## config.mk

```make
export PLATFORM = sky130hd
export DESIGN_NAME = wft_ram
export DESIGN_NICKNAME = d
export VERILOG_FILES = /design/src/sv/wft_ram.sv
export SDC_FILE = /design/constraint.sdc
export NUM_CORES = 1
export LEC_CHECK = 0
export ABC_AREA = 1
export ABC_CLOCK_PERIOD_IN_PS = 1900
export BUFFER_PORTS_ARGS = -buffer_cell sky130_fd_sc_hd__buf_4
export CORE_MARGIN = 3
export CORE_UTILIZATION = 25
export CTS_CLUSTER_SIZE = 28
export DETAILED_ROUTE_END_ITERATION = 10
export PLACE_DENSITY = 0.42
export SYNTH_ARGS = -nofsm -noshare
export SYNTH_HDL_FRONTEND = slang
export SYNTH_SLANG_ARGS = --single-unit
```

## constraint.sdc

```tcl
create_clock -name clk -period 1.9 [get_ports clk]
set_input_delay 0.38 -clock clk [delete_from_list [all_inputs] [get_ports clk]]
set_output_delay 0.38 -clock clk [all_outputs]
set_load 0.02 [all_outputs]
```

## src/sv/wft_ram.sv

```systemverilog
module wft_ram #(
    parameter int WIDTH = 8,
    parameter int DEPTH = 32,
    parameter int AW = (DEPTH > 1) ? $clog2(DEPTH) : 1
) (
    input  logic             clk,
    input  logic             we,
    input  logic [AW-1:0]    waddr,
    input  logic [WIDTH-1:0] wdata,
    input  logic [AW-1:0]    raddr,
    output logic [WIDTH-1:0] rdata
);

    logic [WIDTH-1:0] mem [DEPTH];

    always_ff @(posedge clk)
    begin
        if (we)
        begin
            mem[waddr] <= wdata;
        end
        rdata <= mem[raddr];
    end

endmodule

```

==> impl_results.md, run 1 <==
- Power Density: 1000 nW/µm²
- Largest stage delay, worst path: 0.47 ns
- First-pass GRT wire length: 44.7 mm
- TritonCTS Buffers: 28
- Startpoint types: register
- Drt via density: 4.34
- Levels on crit path: 1
- Yosys reg bits: 264
- Fin nets: 1,002
- WP buf/inv: 1
- Buffers added on ports: 27
- WHS Path Cells: 3
- Hold Vio Cnt, Final: 0
- Seq/Total Area, Yosys: 0.728
- Area post-placement: 11,800 µm²
- Commonest non-fill, non-tap cell in the layout: nand2_1
- Non-filler cells, final: 1,581
- Placed cell count: 1,529
- Worst slew margin: 0.668
- VDD IR max: 543 µV
- Mean post-synth cell area: 11.7 µm²
- Post-CTS setup buffer count: 0
- Yosys warning count: 0
- H-Tree Depth: 1
- RSZ-0062 raised after global routing: no
- Crit path max-delay family: flip-flops
- Reg2Reg Launch Point: mem[11][2]
- Power, Total: 0.0128 W
- Critical Path Start: rdata[2]
- Clk pin slew, worst setup/hold paths: 0.06 ns
- Worst Reg-to-Reg Cells: 8
- IO Pins: 28
- Fmax: 0.632 GHz
- Max_cap viols: 0
- Clk Latency, worst-skew pair: 0.54 ns
- Std-Cell Rows: 75
- Critical Path RT: 1.52 ns
- Worst setup path class: register to primary output
- Routed Antenna Nets: 0
- Resized Gates After CTS: 0
- Mapped Nets: 942
- Share of layout cells above drive strength 1: 0.130
- Gr ovfl total: 0
- Period utilization: 0.833
- Hold Path Class: primary input to register
- Commonest non-fill, non-tap cells in the layout: nand2_1 (360), edfxtp_1 (256), nand3_1 (204)
- Setup Viol. Count Final: 0
- Synth cell types: 12
- Clock Skews: 0.00907 ns
- Status: completed
- Initial Utilization: 0.255
- Num Clock Sinks: 264
- Synthesized instance count: 922
- Routed via count: 6,864
- Worst-Margin Slew: 0.496 ns
- Worst setup EP type: primary output
- N_diodes: 0
- DRC violations left: 0
- CP Data Arrival Time: 1.20 ns
- Pins Over Slew Limit: 0
- DR pass1 iterations: 4
- Cell Chain, Critical Path: buf_4
- Vias in the first global route: 7,018
- Die width: 214 µm
- Clk buf depth: 3
- Critical path's slowest cell: dfxtp_1
- Design Area, Final: 12,800 µm²
- CP Max Fanout: 1
- Min Hold Slack: 0.178 ns
- P&R area growth vs syn: 18.5%
- LEAKAGE: 4.70 nW
- Fill cells: 4,352
- Largest net degree at the start of global routing: 80
- Total GRT Usage: 0.130
- 1st-iter DRT viols: 536
- Core Area: 42,300 µm²
- Synthesized area: 10,800 µm²
- Wirelength, routed: 29.1 mm
- Hpwl dp: 17.7 mm
- GPL Wtd Cong: 0.752
- CTS tree: yes
- Die area: 45,700 µm²
- Root buffer selected by CTS: clkbuf_16
- Final min period: 1.58 ns
- Avg WL per Cell: 18.4 µm
- Initial antenna violation count: 0
- Worst Min Path Start: raddr[4]
- Die height: 214 µm
- TNS Setup: 0 ns
- Hold-fix buffers, CTS: 0
==> metrics by stage <==
step | setup slack, ns | utilization
finish | 0.317 | 0.302
global route | 0.297 | 0.302
floorplan | 0.486 | -
detailed placement | 0.0141 | 0.280
CTS | 0.303 | 0.302
global placement | 0.000990 | 0.280
==> kinds of logic after synthesis <==
family | Yosys count | synth area share
buffers and inverters | 62 | 0.0414
and+or+nand+nor | 596 | 0.231
DFF | 264 | 0.728
==> power breakdown <==
part	total (W)	switching, W	internal (W)	leakage [nW]
logic	0.000864	0.000606	0.000258	1.85
registers	0.00651	0.0000409	0.00647	2.37
clock network	0.00547	0.00219	0.00328	0.467
==> final timing paths <==
check,endpoint,slack [ns]
worst max-delay path,rdata[2],0.32
worst min-delay path,rdata[0],0.18
worst max register to register,rdata[2],0.72
worst min register to register,rdata[5],0.77
==> worst register-to-register path: stages (launching register included) <==
cell and delay [ns]:
edfxtp_1 0.36, nand2_1 0.07, nand3_1 0.08, nand3_1 0.20, nand2_1 0.08, nand2_1 0.06, nand2_1 0.08, nand2_1 0.07
nand2_1 0.06
==> state kept, by name, summed over array words and instances, names as in the netlist <==
register and count:
mem 256, rdata 8
==> metal layers <==
| layer | wire length, µm | vias to the layer above | global-route usage |
|---|---|---|---|
| li1 | - | 3322 | - |
| met1 | 14800 | 3370 | 0.201 |
| met2 | 12700 | 134 | 0.195 |
| met3 | 1100 | 38 | 0.0152 |
| met4 | 486 | 0 | 0.0276 |
| met5 | 0 | - | 0 |
==> cell usage after synthesis, drive strengths merged <==
cell | count | area share
nand2 | 360 | 0.13
edfxtp | 256 | 0.71
nand3 | 204 | 0.095
buf | 45 | 0.035
nor2 | 32 | 0.011
inv | 10 | 0.0035
dfxtp | 8 | 0.015
clkbuf | 7 | 0.0024
==> cell type report <==
class | count | area (µm²) | share of cell area
well taps | 577 | 722 | 0.0565
repair buffers | 82 | 741 | 0.0579
clock inverters | 14 | 123 | 0.00959
flip-flops and latches | 264 | 7850 | 0.614
inverters | 10 | 40.0 | 0.00313
clock buffers | 38 | 820 | 0.0641
multi-input cells | 596 | 2490 | 0.195
Note: power is estimated with default switching activity, not from simulation.
==> run 2: changes to the inputs <==
- ABC_CLOCK_PERIOD_IN_PS: 1900 -> 1600
- clock period: 1.9 -> 1.6 ns (I/O delays scaled with it)
==> run 2 against run 1 <==
Combinational power grew 26%. Register-to-register slack lost 0.31 ns. Total power grew 19%. Global-route usage shrank 0.22 points. Non-clock buffer count grew 19. Worst setup slack lost 0.16 ns. Clock skew shrank 0.0017 ns. Worst hold slack lost 0.060 ns. Flip-flop and latch count is the same. Via count shrank 0.52%. Die area is the same.
==> impl_results.md, run 2 (synthesis results as in run 1) <==
- Status: completed
- Final min period: 1.44 ns
- Worst-Margin Slew: 0.436 ns
- Share of layout cells above drive strength 1: 0.139
- TritonCTS Buffers: 29
- DR pass1 iterations: 4
- Cell Chain, Critical Path: buf_4
- Worst setup path class: register to primary output
- GPL Wtd Cong: 0.761
- Worst setup EP type: primary output
- CP Max Fanout: 1
- P&R area growth vs syn: 20.4%
- 1st-iter DRT viols: 552
- Vias in the first global route: 6,988
- Largest register FFs: 256
- Die width: 214 µm
- Crit path max-delay family: flip-flops
- CP Data Arrival Time: 1.12 ns
- Top reg by flops: mem
- Biggest regs: mem: 256 flops, rdata: 8 flops
- Die area: 45,700 µm²
- Hold-fix buffers, CTS: 0
- LEAKAGE: 4.80 nW
- Power, Total: 0.0152 W
- Post-CTS setup buffer count: 0
- Setup Viol. Count Final: 0
- First-pass GRT wire length: 43.9 mm
- Total GRT Usage: 0.128
- DRC violations left: 0
- Gr ovfl total: 0
- Initial Utilization: 0.255
- Worst Reg-to-Reg Cells: 8
- Buffers added on ports: 27
- WP buf/inv: 1
- Levels on crit path: 1
- RSZ-0062 raised after global routing: no
- Pins Over Slew Limit: 0
- Routed Antenna Nets: 0
- Min Hold Slack: 0.118 ns
- Resized Gates After CTS: 0
- Max_cap viols: 0
- Critical Path RT: 1.28 ns
- CTS tree: yes
- Die height: 214 µm
- Largest net degree at the start of global routing: 35
- N_diodes: 0
- Commonest non-fill, non-tap cell in the layout: nand2_1
- Commonest non-fill, non-tap cells in the layout: nand2_1 (360), edfxtp_1 (256), nand3_1 (204)
- Drt via density: 4.26
- Clk pin slew, worst setup/hold paths: 0.06 ns
- IO Pins: 28
- VDD IR max: 630 µV
- Critical path's slowest cell: dfxtp_1
- Worst slew margin: 0.709
- Initial antenna violation count: 0
- H-Tree Depth: 1
- Fin nets: 1,022
- Clk Latency, worst-skew pair: 0.53 ns
- Design Area, Final: 13,000 µm²
- Hpwl dp: 17.7 mm
- Largest stage delay, worst path: 0.41 ns
- Hold Path Class: primary input to register
- Clk buf depth: 3
- Hold Vio Cnt, Final: 0
- Power Density: 1170 nW/µm²
- Fmax: 0.694 GHz
- Area post-placement: 12,100 µm²
- Num Clock Sinks: 264
- Avg WL per Cell: 17.9 µm
- Core Area: 42,300 µm²
- Clock Skews: 0.00738 ns
- Routed via count: 6,828
- Startpoint types: register
- WHS Path Cells: 3
- Wirelength, routed: 28.6 mm
- Root buffer selected by CTS: clkbuf_16
- Period utilization: 0.901
- Std-Cell Rows: 75
## run 2: changes by cell type in the layout (fill, tap and decap cells not counted)
cell	change
clkbuf_1	+9
buf_12	+7
clkbuf_8	-2
clkinv_2	-4
buf_4	+12
clkinvlp_4	-2
## run 2: stage by stage
step / instances / utilization / TNS, ns / worst slack (ns)
global placement: 1548 / 0.285 / -0.0895 / -0.0463
finish: 1601 / 0.307 / 0 / 0.159
detailed placement: 1548 / 0.285 / -0.0987 / -0.0389
global route: 1601 / 0.307 / 0 / 0.0970
floorplan: 922 / - / 0 / 0.246
CTS: 1601 / 0.307 / 0 / 0.116
## run 2: path summary, 6_finish.rpt
kind,from,end,slack (ns)
hold reg to reg,mem[20][7],rdata[7],0.79
setup / recovery,rdata[4],rdata[4],0.16
setup reg to reg,mem[29][2],rdata[2],0.41
hold / removal,raddr[4],rdata[3],0.12
## run 2: area by class of cell
cell class                      instances  area [µm²]
Fill cell                            4304       29300
Sequential cell                       264        7850
Multi-Input combinational cell        596        2490
Timing Repair Buffer                  101         971
Clock buffer                           45         826
Tap cell                              577         722
Clock inverter                          8        87.6
Inverter                               10        40.0
## run 2: layer usage
| layer | global-route usage | part of all wire |
|---|---|---|
| met1 | 0.188 | 0.50 |
| met2 | 0.201 | 0.45 |
| met3 | 0.0178 | 0.035 |
| met4 | 0.0294 | 0.018 |
| met5 | 0 | 0 |
## run 2: where the power goes
| group | internal [W] | switching, W | leakage [nW] | total, W |
|---|---|---|---|---|
| sequential | 0.00769 | 0.0000359 | 2.37 | 0.00772 |
| clock | 0.00384 | 0.00259 | 0.447 | 0.00643 |
| combinational | 0.000361 | 0.000729 | 1.98 | 0.00109 |
==> run 3: changes to the inputs <==
- ABC_CLOCK_PERIOD_IN_PS: 1600 -> 1390
- clock period: 1.6 -> 1.39 ns (I/O delays scaled with it)
==> run 3 against run 2 <==
Critical path depth did not move. Sequential power rose by 15%. Clock power rose by 14%. Via count rose by 2.5%. Global-route usage rose by 0.41 points. Combinational power rose by 17%. Core utilization rose by 0.12 points. Register-to-register slack got worse by 0.23 ns. Non-clock buffer count rose by 16. Cell count rose by 0.94%.
==> impl_results.md, run 3 (synthesis results as in run 1) <==
- Share of layout cells above drive strength 1: 0.162
- Largest net degree at the start of global routing: 40
- P&R area growth vs syn: 20.9%
- H-Tree Depth: 1
- Crit path max-delay family: flip-flops
- Power, Total: 0.0175 W
- Routed via count: 6,998
- Critical Path RT: 1.11 ns
- DR pass1 iterations: 5
- Status: completed
- VDD IR max: 966 µV
- IO Pins: 28
- Power Density: 1340 nW/µm²
- CP Data Arrival Time: 1.06 ns
- Gate power share: 0.073
- Largest stage delay, worst path: 0.36 ns
- Critical path's slowest cell: dfxtp_2
- Cell Chain, Critical Path: buf_4
- DRC violations left: 0
- Fmax: 0.748 GHz
- Initial Utilization: 0.255
- Initial antenna violation count: 0
- Avg WL per Cell: 18.3 µm
- Fill cells: 4,372
- Buffers added on ports: 27
- GPL Wtd Cong: 0.782
- Startpoint types: register
- Fin nets: 1,038
- Post-CTS setup buffer count: 0
- Commonest non-fill, non-tap cell in the layout: nand2_1
- Drt via density: 4.33
- Period utilization: 0.961
- Clk pwr share: 0.419
- Total GRT Usage: 0.132
- Worst setup path class: register to primary output
- Switching Share: 0.231
- Hold Vio Cnt, Final: 0
- Max_cap viols: 0
- WP buf/inv: 1
- Largest register FFs: 256
- Die area: 45,700 µm²
- Wirelength, routed: 29.6 mm
- Final min period: 1.34 ns
- Die width: 214 µm
- Worst slew margin: 0.705
- Worst setup EP type: primary output
- Clk buf depth: 3
- Num Clock Sinks: 264
- Clock Skews: 0.0139 ns
- Setup Viol. Count Final: 0
- RSZ-0062 raised after global routing: no
- CP Max Fanout: 1
- Root buffer selected by CTS: clkbuf_16
- Sequential power share: 0.508
- TritonCTS Buffers: 29
- Core Area: 42,300 µm²
- Clk pin slew, worst setup/hold paths: 0.06 ns
- Psw: 0.00404 W
- Std-Cell Rows: 75
- Hold Path Class: primary input to register
- N_diodes: 0
- Biggest regs: mem: 256 flops, rdata: 8 flops
- Die height: 214 µm
- Min Hold Slack: 0.0379 ns
- 1st-iter DRT viols: 487
- Pint: 0.0135 W
- Top reg by flops: mem
- Gr ovfl total: 0
- Hold-fix buffers, CTS: 0
- Routed Antenna Nets: 0
- Vias in the first global route: 7,110
- LEAKAGE: 4.85 nW
- First-pass GRT wire length: 45.3 mm
- CTS tree: yes
- Hpwl dp: 18.7 mm
- Pins Over Slew Limit: 0
- Clk Latency, worst-skew pair: 0.55 ns
- Worst-Margin Slew: 0.443 ns
- Commonest non-fill, non-tap cells in the layout: nand2_1 (360), edfxtp_1 (256), nand3_1 (204)
run 3: path summary, 6_finish.rpt:
path / slack (ns) / start / depth (start not counted) / end
worst max-delay path: 0.05 / rdata[5] / 1 / rdata[5]
worst min-delay path: 0.04 / raddr[4] / 3 / rdata[7]
worst min register to register: 0.78 / mem[23][7] / 8 / rdata[7]
worst max register to register: 0.18 / mem[12][0] / 8 / rdata[0]
run 3: power groups by stage:
stage | combinational (W) | sequential [W] | clock (W)
after floorplan | 0.000638 | 0.00908 | 0
after global placement | 0.00130 | 0.00907 | 0
after detailed placement | 0.00130 | 0.00906 | 0
after CTS | 0.00130 | 0.00890 | 0.00752
after global routing | 0.00141 | 0.00890 | 0.00785
final | 0.00127 | 0.00889 | 0.00733
run 3: metal layers:
layer | GRT usage | share of wire | wire, µm | vias to the layer above
li1 | - | - | - | 3393
met4 | 0.0276 | 0.015 | 457 | 0
met3 | 0.0171 | 0.041 | 1220 | 37
met5 | 0 | 0 | 0 | -
met2 | 0.207 | 0.45 | 13300 | 140
met1 | 0.196 | 0.49 | 14700 | 3428
run 3: tightest hold or removal path, cell delays in order:
cell and delay (ns):
buf_4 0.16, nand2_1 0.07, nand2_1 0.05
run 3: cell type report:
type                            instances  area [µm²]  area share
Tap cell                              577         722      0.0554
Timing Repair Buffer                  117        1040      0.0798
Multi-Input combinational cell        596        2490       0.191
Clock inverter                         19         149      0.0114
Sequential cell                       264        7850       0.602
Clock buffer                           33         741      0.0568
Inverter                               10        40.0     0.00307
run 3: metrics by stage:
step	std cells	instance area, µm²	util	worst slack (ns)	setup TNS (ns)
global route	1616	13000	0.308	0.00545	0
finish	1616	13000	0.308	0.0539	0
CTS	1616	13000	0.308	0.00267	0
detailed placement	1564	12100	0.287	-0.261	-1.38
global placement	1564	12100	0.287	-0.256	-1.43
floorplan	922	10800	-	0.0780	0
run 3: what timing repair did:
item,4_1_cts,5_1_grt
endpoints found under the setup margin,4,1
gates resized for setup,4,1
hold endpoints to repair,0,0
cloned,0,0
